**src/rtl/core/ffba_pkg.sv**
```systemverilog
`default_nettype none
package ffba_pkg;
  localparam int unsigned MAX_BLOCKS_DEF = 1024;
  localparam int unsigned CFG_AW = 4;

  typedef enum logic [1:0] {
    MARK_FREE   = 2'd0,
    MARK_START  = 2'd1,
    MARK_MIDDLE = 2'd2,
    MARK_END    = 2'd3
  } mark_t;

  typedef enum logic [1:0] {
    ST_OK      = 2'd0,
    ST_NOFIT   = 2'd1,
    ST_BADFREE = 2'd2
  } status_t;

  typedef enum logic [CFG_AW-1:0] {
    REG_BLOCK_SHIFT   = 4'h0,
    REG_USABLE_BLOCKS = 4'h4,
    REG_REGION_BASE   = 4'h8
  } reg_addr_t;

  localparam int unsigned OP_ALLOC = 0;

  // request as it leaves the front end
  typedef struct packed {
    logic        op_free;
    logic        bad;       // zero/oversize alloc or out-of-map free
    logic [16:0] req;       // blocks needed, alloc
    logic [16:0] first;     // first candidate (alloc) or block id (free)
    logic [4:0]  step_log2; // candidate stride as a shift
  } cmd_t;

  typedef enum logic [2:0] {
    BK_IDLE,
    BK_SCAN,
    BK_MARK,
    BK_FCHK,
    BK_FWALK,
    BK_DONE
  } bk_state_t;
endpackage
`default_nettype wire

```
**src/rtl/core/ffba_ram.sv**
```systemverilog
`default_nettype none
module ffba_ram #(
  parameter int unsigned WIDTH = 2,
  parameter int unsigned DEPTH = 1024
) (
  input  wire logic                     clk,
  input  wire logic                     we,
  input  wire logic [$clog2(DEPTH)-1:0] waddr,
  input  wire logic [WIDTH-1:0]         wdata,
  input  wire logic [$clog2(DEPTH)-1:0] raddr,
  output logic      [WIDTH-1:0]         rdata
);
  logic [WIDTH-1:0] mem [DEPTH];
  always_ff @(posedge clk) begin
    if (we) begin
      mem[waddr] <= wdata;
    end
    rdata <= mem[raddr];
  end
endmodule
`default_nettype wire

```
**src/rtl/core/ffba_front.sv**
```systemverilog
`default_nettype none
module ffba_front
  import ffba_pkg::*;
#(
  parameter int unsigned MAX_BLOCKS = MAX_BLOCKS_DEF
) (
  input  wire logic        clk,
  input  wire logic        rst_n,
  input  wire logic        in_valid,
  output logic             in_ready,
  input  wire logic        op_free,
  input  wire logic [31:0] request_bytes,
  input  wire logic [4:0]  align_log2,
  input  wire logic [31:0] release_address,
  input  wire logic [4:0]  block_shift,
  input  wire logic [16:0] limit_n,
  input  wire logic [31:0] region_base,
  output logic             cmd_valid,
  input  wire logic        cmd_ready,
  output cmd_t             cmd
);
  // two-entry queue
  cmd_t        q_r [2];
  logic [1:0]  cnt_r;
  logic        rd_r;
  logic        wr_r;
  cmd_t        c;
  logic [31:0] mask;
  logic [31:0] ceil_blk;
  logic [31:0] amask;
  logic [31:0] off;
  logic [31:0] rel;
  logic [31:0] id;
  logic        push;
  logic        pop;

  always_comb begin
    mask     = ~(32'hFFFF_FFFF << block_shift);
    ceil_blk = (request_bytes >> block_shift) + {31'd0, |(request_bytes & mask)};
    amask    = ~(32'hFFFF_FFFF << align_log2);
    off      = ((32'd0 - region_base) & amask) >> block_shift;
    rel      = release_address - region_base;
    id       = rel >> block_shift;
    c        = '0;
    c.op_free = op_free;
    if (op_free) begin
      c.bad   = (id >= MAX_BLOCKS);
      c.first = id[16:0];
    end else begin
      c.bad = (request_bytes == 32'd0) || (ceil_blk > {15'd0, limit_n});
      c.req = ceil_blk[16:0];
      if (align_log2 > block_shift) begin
        c.first     = (off > 32'h1FFFF) ? 17'h1FFFF : off[16:0];
        c.step_log2 = align_log2 - block_shift;
      end
    end
  end

  assign in_ready  = (cnt_r != 2'd2);
  assign push      = in_valid && in_ready;
  assign cmd_valid = (cnt_r != 2'd0);
  assign pop       = cmd_valid && cmd_ready;
  assign cmd       = q_r[rd_r];

  always_ff @(posedge clk) begin
    if (!rst_n) begin
      cnt_r <= 2'd0;
      rd_r  <= 1'b0;
      wr_r  <= 1'b0;
    end else begin
      if (push) begin
        wr_r <= ~wr_r;
      end
      if (pop) begin
        rd_r <= ~rd_r;
      end
      cnt_r <= cnt_r + {1'b0, push} - {1'b0, pop};
    end
    if (push) begin
      q_r[wr_r] <= c;
    end
  end

`ifndef SYNTH
  a_cnt: assert property (@(posedge clk) disable iff (!rst_n) cnt_r <= 2'd2)
    else $error("queue count overflow");
  a_full: assert property (@(posedge clk) disable iff (!rst_n)
    (cnt_r == 2'd2 && !pop) |=> cnt_r == 2'd2)
    else $error("queue lost entry");
  a_empty: assert property (@(posedge clk) disable iff (!rst_n)
    (cnt_r == 2'd0) |-> !pop)
    else $error("pop from empty queue");
`endif
endmodule
`default_nettype wire

```
**src/rtl/core/ffba_back.sv**
```systemverilog
`default_nettype none
module ffba_back
  import ffba_pkg::*;
#(
  parameter int unsigned MAX_BLOCKS = MAX_BLOCKS_DEF
) (
  input  wire logic        clk,
  input  wire logic        rst_n,
  input  wire logic        cmd_valid,
  output logic             cmd_ready,
  input  cmd_t             cmd,
  input  wire logic [4:0]  block_shift,
  input  wire logic [16:0] limit_n,
  input  wire logic [31:0] region_base,
  output logic             out_valid,
  input  wire logic        out_ready,
  output logic [1:0]       status,
  output logic [31:0]      granted_address,
  output logic [10:0]      free_count,
  output logic [10:0]      used_count,
  output logic             busy
);
  localparam int unsigned AW = $clog2(MAX_BLOCKS);

  bk_state_t   st_r, st_nxt;
  cmd_t        c_r;
  logic [16:0] base_r, base_nxt;   // candidate start
  logic [16:0] pos_r, pos_nxt;     // probe / mark / walk position
  logic [16:0] tot_r, tot_nxt;     // allocated total (wider than needed for clears)
  logic        clr_r, clr_nxt;     // clearing pass
  logic [1:0]  res_st_r, res_st_nxt;
  logic [31:0] res_addr_r, res_addr_nxt;
  logic        ov_r, ov_nxt;
  logic        rvld_r, rvld_nxt;   // ram read for pos issued last cycle
  logic        we;
  logic [AW-1:0] waddr, raddr;
  logic [1:0]  wdata, rdata;
  logic [16:0] cand_end;
  logic [16:0] nxt_base;
  logic [17:0] kk;
  logic [16:0] stepm;
  logic [16:0] pos_adv;
  logic [16:0] free_w;

  ffba_ram #(.WIDTH(2), .DEPTH(MAX_BLOCKS)) u_map (
    .clk(clk), .we(we), .waddr(waddr), .wdata(wdata), .raddr(raddr), .rdata(rdata)
  );

  always_comb begin
    stepm    = ~(17'h1FFFF << c_r.step_log2);
    cand_end = base_r + c_r.req;
    // next aligned candidate past blocked position pos_r
    kk       = {1'b0, pos_r} + 18'd1 - {1'b0, c_r.first} + {1'b0, stepm};
    nxt_base = c_r.first + ((kk[16:0] >> c_r.step_log2) << c_r.step_log2);
    if (kk[17]) begin
      nxt_base = 17'h1FFFF;
    end
    pos_adv  = pos_r + 17'd1;
  end

  // next state
  always_comb begin
    st_nxt       = st_r;
    base_nxt     = base_r;
    pos_nxt      = pos_r;
    tot_nxt      = tot_r;
    clr_nxt      = clr_r;
    res_st_nxt   = res_st_r;
    res_addr_nxt = res_addr_r;
    ov_nxt       = ov_r;
    rvld_nxt     = 1'b0;
    case (st_r)
      BK_IDLE: begin
        if (clr_r) begin
          pos_nxt = pos_adv;
          if (pos_r == 17'(MAX_BLOCKS - 1)) begin
            clr_nxt = 1'b0;
          end
        end else if (cmd_valid) begin
          res_addr_nxt = 32'd0;
          if (cmd.bad) begin
            res_st_nxt = cmd.op_free ? ST_BADFREE : ST_NOFIT;
            st_nxt     = BK_DONE;
          end else if (cmd.op_free) begin
            pos_nxt  = cmd.first;
            rvld_nxt = 1'b1;
            st_nxt   = BK_FCHK;
          end else begin
            base_nxt = cmd.first;
            pos_nxt  = cmd.first;
            rvld_nxt = 1'b1;
            st_nxt   = BK_SCAN;
          end
        end
      end
      BK_SCAN: begin
        if ({1'b0, base_r} + {1'b0, c_r.req} > {1'b0, limit_n}) begin
          res_st_nxt = ST_NOFIT;
          st_nxt     = BK_DONE;
        end else if (!rvld_r) begin
          rvld_nxt = 1'b1;
        end else if (rdata != MARK_FREE) begin
          base_nxt = nxt_base;
          pos_nxt  = nxt_base;
          rvld_nxt = 1'b1;
        end else if (pos_adv == cand_end) begin
          pos_nxt = base_r;
          st_nxt  = BK_MARK;
        end else begin
          pos_nxt  = pos_adv;
          rvld_nxt = 1'b1;
        end
      end
      BK_MARK: begin
        pos_nxt = pos_adv;
        tot_nxt = tot_r + 17'd1;
        if (pos_adv == cand_end) begin
          res_st_nxt   = ST_OK;
          res_addr_nxt = region_base + (32'(base_r) << block_shift);
          st_nxt       = BK_DONE;
        end
      end
      BK_FCHK: begin
        if (!rvld_r) begin
          rvld_nxt = 1'b1;
        end else if (rdata != MARK_START) begin
          res_st_nxt = ST_BADFREE;
          st_nxt     = BK_DONE;
        end else begin
          if (tot_r != 17'd0) tot_nxt = tot_r - 17'd1;
          pos_nxt  = pos_adv;
          rvld_nxt = 1'b1;
          res_st_nxt = ST_OK;
          st_nxt   = (pos_adv == 17'(MAX_BLOCKS)) ? BK_DONE : BK_FWALK;
        end
      end
      BK_FWALK: begin
        if (!rvld_r) begin
          rvld_nxt = 1'b1;
        end else if (rdata == MARK_START || rdata == MARK_FREE) begin
          st_nxt = BK_DONE;
        end else begin
          if (tot_r != 17'd0) tot_nxt = tot_r - 17'd1;
          pos_nxt  = pos_adv;
          rvld_nxt = (pos_adv != 17'(MAX_BLOCKS));
          if (pos_adv == 17'(MAX_BLOCKS)) st_nxt = BK_DONE;
        end
      end
      BK_DONE: begin
        if (!ov_r) begin
          ov_nxt = 1'b1;
          st_nxt = BK_IDLE;
        end
      end
      default: st_nxt = BK_IDLE;
    endcase
    if (ov_r && out_ready) begin
      ov_nxt = 1'b0;
    end
  end

  // outputs
  always_comb begin
    we        = 1'b0;
    waddr     = pos_r[AW-1:0];
    wdata     = MARK_FREE;
    raddr     = pos_nxt[AW-1:0];
    cmd_ready = 1'b0;
    case (st_r)
      BK_IDLE: begin
        cmd_ready = !clr_r;
        we        = clr_r;
      end
      BK_MARK: begin
        we = 1'b1;
        if (pos_r == base_r) wdata = MARK_START;
        else if (pos_adv == cand_end) wdata = MARK_END;
        else wdata = MARK_MIDDLE;
      end
      BK_FCHK: we = rvld_r && (rdata == MARK_START);
      BK_FWALK: we = rvld_r && (rdata == MARK_MIDDLE || rdata == MARK_END);
      default: we = 1'b0;
    endcase
  end

  always_ff @(posedge clk) begin
    if (!rst_n) begin
      st_r   <= BK_IDLE;
      pos_r  <= '0;
      tot_r  <= '0;
      clr_r  <= 1'b1;
      ov_r   <= 1'b0;
      rvld_r <= 1'b0;
      c_r    <= '0;
    end else begin
      st_r   <= st_nxt;
      pos_r  <= pos_nxt;
      tot_r  <= tot_nxt;
      clr_r  <= clr_nxt;
      ov_r   <= ov_nxt;
      rvld_r <= rvld_nxt;
      if (cmd_valid && cmd_ready) c_r <= cmd;
    end
    base_r     <= base_nxt;
    res_st_r   <= res_st_nxt;
    res_addr_r <= res_addr_nxt;
    if (st_r == BK_DONE && !ov_r) begin
      status          <= res_st_r;
      granted_address <= res_addr_r;
      used_count      <= tot_r[10:0];
      free_count      <= free_w[10:0];
    end
  end

  assign free_w    = (limit_n > tot_r) ? (limit_n - tot_r) : 17'd0;
  assign out_valid = ov_r;
  assign busy      = (st_r != BK_IDLE) || ov_r || clr_r || cmd_valid;

`ifndef SYNTH
  a_we_state: assert property (@(posedge clk) disable iff (!rst_n)
    we |-> (st_r != BK_SCAN && st_r != BK_DONE))
    else $error("map written while searching");
  a_tot: assert property (@(posedge clk) disable iff (!rst_n)
    tot_r <= 17'(MAX_BLOCKS))
    else $error("allocated total exceeds map");
  a_hold: assert property (@(posedge clk) disable iff (!rst_n)
    (ov_r && !out_ready) |=> ov_r && $stable(status))
    else $error("result dropped");
`endif
endmodule
`default_nettype wire

```
**src/rtl/core/first_fit_block_allocator_core.sv**
```systemverilog
`default_nettype none
// first-fit block allocator over a 2-bit mark map held in a single-port-write ram.
// requests arrive on in_*, are decoded (block rounding, alignment offset, free block
// number) by a front end and queued two deep; a back end scans or walks the map one
// mark per cycle: an alloc probes candidate blocks and then marks the chosen run, and a
// free checks the start mark and then clears the released run. one result transaction
// per request on out_*, held in an output register. after reset a clearing pass writes
// every map entry free, during which the back end takes no request and the front end
// queues at most two. registers at 0x0 block_shift, 0x4 usable_blocks, 0x8 region_base.
module first_fit_block_allocator_core
  import ffba_pkg::*;
#(
  parameter int unsigned MAX_BLOCKS = MAX_BLOCKS_DEF
) (
  input  wire logic              clk,
  input  wire logic              rst_n,
  input  wire logic              in_tvalid,
  output logic                   in_tready,
  // request_bytes[31:0], align_log2[36:32], release_address[68:37], zero fill
  input  wire logic [71:0]       in_tdata,
  // opcode
  input  wire logic              in_tuser,
  output logic                   out_tvalid,
  input  wire logic              out_tready,
  // granted_address[31:0], free_count[42:32], used_count[53:43], zero fill
  output logic [55:0]            out_tdata,
  // status
  output logic [1:0]             out_tuser,
  input  wire logic              cfg_psel,
  input  wire logic              cfg_penable,
  input  wire logic              cfg_pwrite,
  input  wire logic [CFG_AW-1:0] cfg_paddr,
  input  wire logic [31:0]       cfg_pwdata,
  output logic [31:0]            cfg_prdata,
  output logic                   cfg_pready
);
  logic [4:0]  block_shift_r;
  logic [10:0] usable_r;
  logic [31:0] base_r;
  logic [16:0] limit_n;
  logic        cmd_valid, cmd_ready, busy;
  cmd_t        cmd;
  logic [31:0] gaddr;
  logic [10:0] fcnt, ucnt;
  logic        cfg_wr;

  assign cfg_pready = 1'b1;
  assign cfg_wr     = cfg_psel && cfg_penable && cfg_pwrite;

  // config registers
  always_ff @(posedge clk) begin
    if (!rst_n) begin
      block_shift_r <= 5'd12;
      usable_r      <= 11'd1024;
      base_r        <= 32'd0;
    end else if (cfg_wr) begin
      case (cfg_paddr)
        REG_BLOCK_SHIFT:   block_shift_r <= cfg_pwdata[4:0];
        REG_USABLE_BLOCKS: usable_r      <= cfg_pwdata[10:0];
        REG_REGION_BASE:   base_r        <= cfg_pwdata;
        default: ;
      endcase
    end
  end

  always_comb begin
    case (cfg_paddr)
      REG_BLOCK_SHIFT:   cfg_prdata = {27'd0, block_shift_r};
      REG_USABLE_BLOCKS: cfg_prdata = {21'd0, usable_r};
      REG_REGION_BASE:   cfg_prdata = base_r;
      default:           cfg_prdata = 32'd0;
    endcase
  end

  // effective block limit
  assign limit_n = ({6'd0, usable_r} < 17'(MAX_BLOCKS)) ? {6'd0, usable_r} : 17'(MAX_BLOCKS);

  ffba_front #(.MAX_BLOCKS(MAX_BLOCKS)) u_front (
    .clk(clk), .rst_n(rst_n),
    .in_valid(in_tvalid), .in_ready(in_tready),
    .op_free(in_tuser),
    .request_bytes(in_tdata[31:0]),
    .align_log2(in_tdata[36:32]),
    .release_address(in_tdata[68:37]),
    .block_shift(block_shift_r), .limit_n(limit_n), .region_base(base_r),
    .cmd_valid(cmd_valid), .cmd_ready(cmd_ready), .cmd(cmd)
  );

  ffba_back #(.MAX_BLOCKS(MAX_BLOCKS)) u_back (
    .clk(clk), .rst_n(rst_n),
    .cmd_valid(cmd_valid), .cmd_ready(cmd_ready), .cmd(cmd),
    .block_shift(block_shift_r), .limit_n(limit_n), .region_base(base_r),
    .out_valid(out_tvalid), .out_ready(out_tready),
    .status(out_tuser), .granted_address(gaddr),
    .free_count(fcnt), .used_count(ucnt), .busy(busy)
  );

  assign out_tdata = {2'b00, ucnt, fcnt, gaddr};

`ifndef SYNTH
  a_cfg_idle: assert property (@(posedge clk) disable iff (!rst_n)
    (cfg_wr && !busy) |=> !out_tvalid)
    else $error("result appeared after idle config write");
  a_out_hold: assert property (@(posedge clk) disable iff (!rst_n)
    (out_tvalid && !out_tready) |=> out_tvalid && $stable(out_tdata))
    else $error("output changed while stalled");
  a_busy: assert property (@(posedge clk) disable iff (!rst_n)
    out_tvalid |-> busy)
    else $error("result pending but block idle");
`endif
endmodule
`default_nettype wire
```
**config.mk**
```make
export PLATFORM = sky130hd
export DESIGN_NAME = first_fit_block_allocator_core
export DESIGN_NICKNAME = d
export VERILOG_FILES = /design/src/rtl/core/ffba_pkg.sv /design/src/rtl/core/ffba_ram.sv /design/src/rtl/core/ffba_front.sv /design/src/rtl/core/ffba_back.sv /design/src/rtl/core/first_fit_block_allocator_core.sv
export SDC_FILE = /design/constraint.sdc
export NUM_CORES = 2
export LEC_CHECK = 0
export ABC_AREA = 1
export ABC_CLOCK_PERIOD_IN_PS = 74800
export BUFFER_PORTS_ARGS = -buffer_cell sky130_fd_sc_hd__buf_2
export CORE_MARGIN = 8
export CORE_UTILIZATION = 45
export DETAILED_ROUTE_END_ITERATION = 10
export MAX_ROUTING_LAYER = met4
export SYNTH_ARGS = -nofsm -noshare
export SYNTH_HDL_FRONTEND = slang
export SYNTH_SLANG_ARGS = --single-unit
```
**constraint.sdc**
```tcl
create_clock -name clk -period 74.8 [get_ports clk]
set_input_delay 7.48 -clock clk [delete_from_list [all_inputs] [get_ports clk]]
set_output_delay 7.48 -clock clk [all_outputs]
set_load 0.02 [all_outputs]
```
# --- After elaboration in Yosys (flattened, before gate mapping) ---
# Memories as Yosys holds them, arrays and structs flattened. A register that Yosys moved wholly into a read port is not among the register bits.
# Cells that the tools add are included.
totals:
  rom_bits: 0
  ramBits: 2130
  ff_bits: 238
  word_cells: 230
  input_bits: 116
  latchBits: 0
  n_memories: 2
mem_list:
  columns: ["name", "words", "word_bits", "read_ports", "rd_clocked_by_memory_dff", "write_ports", "line_no", "text"]
  rows:
  - ["u_back.u_map.mem", 1024, 2, 1, 1, 1, "ffba_ram.sv:13", "logic [WIDTH-1:0] mem [DEPTH];"]
  - ["u_front.q_r", 2, 41, 1, 1, 1, "ffba_front.sv:23", "cmd_t q_r [2];"]
op_classes:
  reduce_logical: 36
  magnitude_cmp: 7
  n_shift: 9
  n_div: 0
  eq_ne: 38
  muxes: 90
  bitwise_logic: 8
  n_mul: 0
  n_addsub: 17
ops:
  columns: ["cell", "count"]
  rows:
  - ["$mux 17", 27]
  - ["$mux 32", 3]
  - ["$pmux 32 s3", 1]
  - ["$shr 32x5->32", 3]
  - ["$pmux 17 s5", 1]
  - ["$and 32x32->32", 2]
  - ["$not 32->32", 2]
  - ["$pmux 32 s2", 1]
  - ["$shl 32x5->32 const A", 2]
  - ["$pmux 17 s3", 1]
  - ["$mux 3", 14]
  - ["$add 17x1->17 const B", 2]
  - ["$add 17x17->17", 2]
  - ["$eq 17x17->1", 2]
  - ["$pmux 17 s2", 1]
  - ["$add 32x1->32", 1]
  - ["$add 32x32->32", 1]
  - ["$ge 32x11->1 const B", 1]
  - ["$gt 32x11->1", 1]
  - ["$gt 32x17->1 const B", 1]
  - ["$logic_not 32->1", 1]
  - ["$reduce_or 32->1", 1]
  - ["$shl 17x5->32", 1]
  - ["$sub 1x32->32 const A", 1]
  - ["other kinds (61)", 132]

# --- Depth between registers and ports, before layout ---
depth:
  ltp_word: 11
  depth_mapped: 62
  ltp_nobuf: 60

# --- Modules after synthesis ---
# From an unflattened synthesis, not the netlist that was laid out.
hier_totals:
  cells_unflattened: 13363
  hier_area_um2: 120850.9
modules_own_cells:
  columns: ["mod", "cells_each", "n_inst", "area_per_inst_um2"]
  rows:
  - ["ffba_ram", 7976, 1, 86953.4]
  - ["ffba_back", 2506, 1, 17043.8]
  - ["ffba_front", 2470, 1, 14318.7]
  - ["first_fit_block_allocator_core", 411, 1, 2534.9]

# --- Worst setup path before layout ---
# Ideal clock, no wire load.
synth_timing:
  path_type: "register -> register"
  start: "reg u_back.base_r[0]"
  end: "mem u_back.u_map.mem[0][0], data pin"
  path_buffers: 0
  slack_ns: 39.732
  required_ns: 69.124
  period_less_slack_ns: 35.068
  setup_time_ns: 5.676
  stages_incl_launch_ff: 16
  t_arrival_ns: 29.392
  cell_sequence: "edfxtp_1 -> ha_1 -> fa_1 -> nand2_1 -> nand2_1 -> nand3_2 -> nand2_2 -> nand2_1 -> nand3_1 -> nand3_1 -> nand2_1 -> nor2_1 -> nand3_2 -> nor2_2 -> inv_1 -> a21oi_1"
synth_via:
  elab_chain_len: 5
  word_cells_on_any_way: 6
  classes_between: "1 x add/sub; 2 x eq/ne; 3 x mux"
synth_lines:
  columns: ["item", "line_no", "text"]
  rows:
  - ["start, declared", "ffba_back.sv:27", "logic [16:0] base_r, base_nxt;"]
  - ["start signal, assigned", "ffba_back.sv:204", "base_r <= base_nxt;"]
  - ["$add 17x17->17", "ffba_back.sv:51", "cand_end = base_r + c_r.req;"]
  - ["$eq 17x17->1", "ffba_back.sv:177", "else if (pos_adv == cand_end) wdata = MARK_END;"]
  - ["$mux 1", "ffba_back.sv:177", null]
  - ["$mux 2 *", "ffba_back.sv:176", "if (pos_r == base_r) wdata = MARK_START;"]
  - ["$mux 2 *", "ffba_back.sv:169", "case (st_r)"]
  - ["net u_back.u_map.wdata[0]", "ffba_ram.sv:9", "input wire logic [WIDTH-1:0] wdata,"]
  - ["end, declared", "ffba_ram.sv:13", null]
# The timed path passes the listed nets; every way through them passes the cells marked *.

# --- Worst setup path after layout ---
layout_timing:
  start: "in cfg_paddr[1]"
  end: "out cfg_prdata[9]"
layout_via:
  elab_chain_len: 2
  word_cells_on_any_way: 4
  classes_between: "2 x eq/ne; 1 x mux; 1 x reduce/logical"
layout_lines:
  columns: ["item", "line_no", "text"]
  rows:
  - ["start, declared", "first_fit_block_allocator_core.sv:32", "input wire logic [CFG_AW-1:0] cfg_paddr,"]
  - ["$eq 4x4->1, or another cell as far along", "first_fit_block_allocator_core.sv:67", "case (cfg_paddr)"]
  - ["$pmux 32 s3 *", "first_fit_block_allocator_core.sv:67", null]
  - ["end, declared", "first_fit_block_allocator_core.sv:34", "output logic [31:0] cfg_prdata,"]
# Every way passes the cells marked *; elsewhere a longest branch is shown, timed or not.

==> metrics.txt <==
Fmax=59.7 MHz; path category of the worst min-delay check=flop to flop; worst-skew pair later-pin latency=0.88 ns; via count=96500; Synth Warn #=0; Max Cap Viol=0; Critical Path AT=9.28 ns; WHS Endpoint=u_back.granted_address[14]; r2r endpoint=u_back.u_map.rdata[0]; relative slew slack=0.158; Max FO, Critical Path=7; cell area after layout=133000 µm²; PD cells=40.1 nW/µm²; CTS tree=yes; CP Class=input pin to output pin; GRT overflow=0; Synth top area share=0.552; clk buf depth=4; sequential area share after synthesis=0.574; WL final=407000 µm; ANT nets after route=0; core area=270000 µm²; critical path endpoint category=output pin; vias in the first global route=92500; Post-Syn Area per Cell=9.21 µm²; first-pass GRT wire length=595000 µm; via/cell ratio=5.74; Synth cell types=75; cell count after synthesis=13200; Slowest-stage cell, CP=nor3_1; outcome=completed; clock period minus worst slack=16.76 ns; worst setup margin=58.04 ns; critical-path cell list=buf_2 > nor2_1 > inv_1 > nor3_1 > inv_1 > o22ai_1 > buf_2; layout cell share with drive strength beyond 1=0.0702; R2R cell count=51; fin nets=13300; Leak=51.1 nW; largest net degree at the start of global routing=238; Routability Congestion=0.951; initial antenna violation count=10; clk sinks=2371; Reg2Reg Setup Slack=62.78 ns; worst slew pin tran=1.26 ns; crit share post-route=0.224; Primary FF master, synth=edfxtp_1; final hold vios=0; Synth top cells by count=nand2_1 (3235), edfxtp_1 (2237), nand3_1 (1762); starting density of the core=0.451; Post-synth ARST share=0; setup_tns=0 ns; fillers=25100; drc violations=0; kind of cell adding the most delay to the critical path=buffers and inverters; Die W=536 µm; reg-to-reg critical path startpoint=u_back.c_r[0]; dpl cell area=125000 µm²; Max Clock Skew=0.0496 ns; hold_buf cts=0; Synth area leaders=edfxtp_1 (55%), nand2_1 (10%), nand3_1 (7.2%); Max Transition Viols Final=0; Worst Hold Depth=0; Power, Total=5.32 mW; Buffers on Ports=202; post-layout util=0.492; RSZ-0062 raised after global routing=false; number of cell rows=191; root buf cell=clkbuf_16; Ports=209; max incr delay on CP=0.55 ns; Max H-tree Level=5; Max VDD drop=0.0543 mV; post-cts resize count=0; number of buffers created by CTS=266; Initial DRC Count=10100; worst slack, placed=58.03 ns; Seq cells post-synth=2371; total track usage=0.282; Buf+Inv Stages, Crit Path=4; area grow syn2layout=9.12%; routed len/inst=24.2 µm; Synth Cell Area=122000 µm²; count leader, synth=nand2_1; CP Launch Type=input pin; post-synth top area cell=edfxtp_1; post-CTS setup buffers=0; EDFF count, synth=2237; HPWL after detailed placement=254000 µm; TritonRoute pass-1 iters=7; HP Start=u_back.res_addr_r[14]; Clock Pin Slew Worst Setup and Hold Paths=0.06 ns; Final Setup Violations=0; CP required=67.32 ns; Die Area=287000 µm²; Die Span Y=536 µm
[per-stage QoR]
stage	hold WS, ns	instances
3_5_place_dp	0.406	16300
2_1_floorplan	0.400	13200
4_1_cts	0.420	16800
5_1_grt	0.428	16800
6_report	0.418	16800
3_3_place_gp	0.407	16300
[worst max path at each step]
stage	depth (start not counted)	slack, ns	start	endpoint
after global routing	7	57.96	cfg_paddr[1]	cfg_prdata[9]
after floorplan	15	39.73	u_back.base_r[0]	u_back.u_map.mem[0][0]
final	7	58.04	cfg_paddr[1]	cfg_prdata[9]
after global placement	7	58.00	cfg_paddr[1]	cfg_prdata[9]
after detailed placement	7	58.03	cfg_paddr[1]	cfg_prdata[9]
after CTS	7	58.02	cfg_paddr[1]	cfg_prdata[9]
[layout by cell type, fill, tap and decap left out, types with 129 or more instances in the layout]
cell and n:
a21oi_1 335, buf_2 201, buf_4 176, clkbuf_16 272, dfxtp_1 129, edfxtp_1 2237, ha_1 177, inv_1 1215
nand2_1 3234, nand3_1 1762, nor2_1 1376, o211ai_1 609, o21ai_0 489
[state kept, by name (all words and copies together), names as in the netlist, named ones only]
signal,cells
u_back.u_map.mem,2048
base_r,32
u_back.free_count,11
u_back.base_r,17
u_back.status,2
usable_r,11
u_front.cnt_r,2
u_back.pos_r,17
u_back.rvld_r,1
u_back.st_r,3
u_back.clr_r,1
u_back.tot_r,17
u_back.u_map.rdata,2
u_back.used_count,11
u_back.granted_address,32
u_back.res_addr_r,32
block_shift_r,5
u_back.res_st_r,2
u_front.q_r,82
u_back.c_r,39
u_front.rd_r,1
u_front.wr_r,1
u_back.out_valid,1
[metal layers]
layer,wire length [µm],vias up,track usage
met4,19900,0,0.118
li1,-,44800,-
met1,164000,46800,0.363
met2,190000,4079,0.450
met3,32400,817,0.0393
met5,0,-,-
[worst register-to-register path, delay by kind of cell (launching register included)]
kind	cells	cell delay [ns]
adders and majority gates	4	1.51
buffers and inverters	6	3.39
AOI/OAI and AO/OA	3	0.46
DFF	1	0.29
and+or+nand+nor	38	6.26
[cell type report]
cell class | instances | area [µm²] | share of cell area
diodes | 8 | 20.0 | 0.000151
clock buffers | 339 | 7090 | 0.0534
clock inverters | 132 | 1150 | 0.00870
inverters | 1295 | 4890 | 0.0368
multi-input cells | 8696 | 42600 | 0.321
flip-flops and latches | 2371 | 69900 | 0.526
well taps | 3570 | 4470 | 0.0336
repair buffers | 394 | 2670 | 0.0201
[cells by family after synthesis]
group                      count (synthesis)  share of synthesized area
DFF                                     2371                      0.574
and+or+nand+nor                         6652                      0.229
muxes                                     24                    0.00197
other                                      2                  0.0000617
AOI/OAI and AO/OA                       1703                     0.0876
adders and majority gates                201                     0.0221
buffers and inverters                   2152                     0.0769
xor gates and xnor gates                 113                    0.00819
[power by group]
| part | leakage, nW | internal (mW) | switching (mW) |
|---|---|---|---|
| Clock | 4.01 | 0.720 | 0.541 |
| Sequential | 19.4 | 1.52 | 0.0280 |
| Combinational | 27.8 | 0.691 | 1.82 |
No activity file was read; power rests on OpenSTA's default activity.
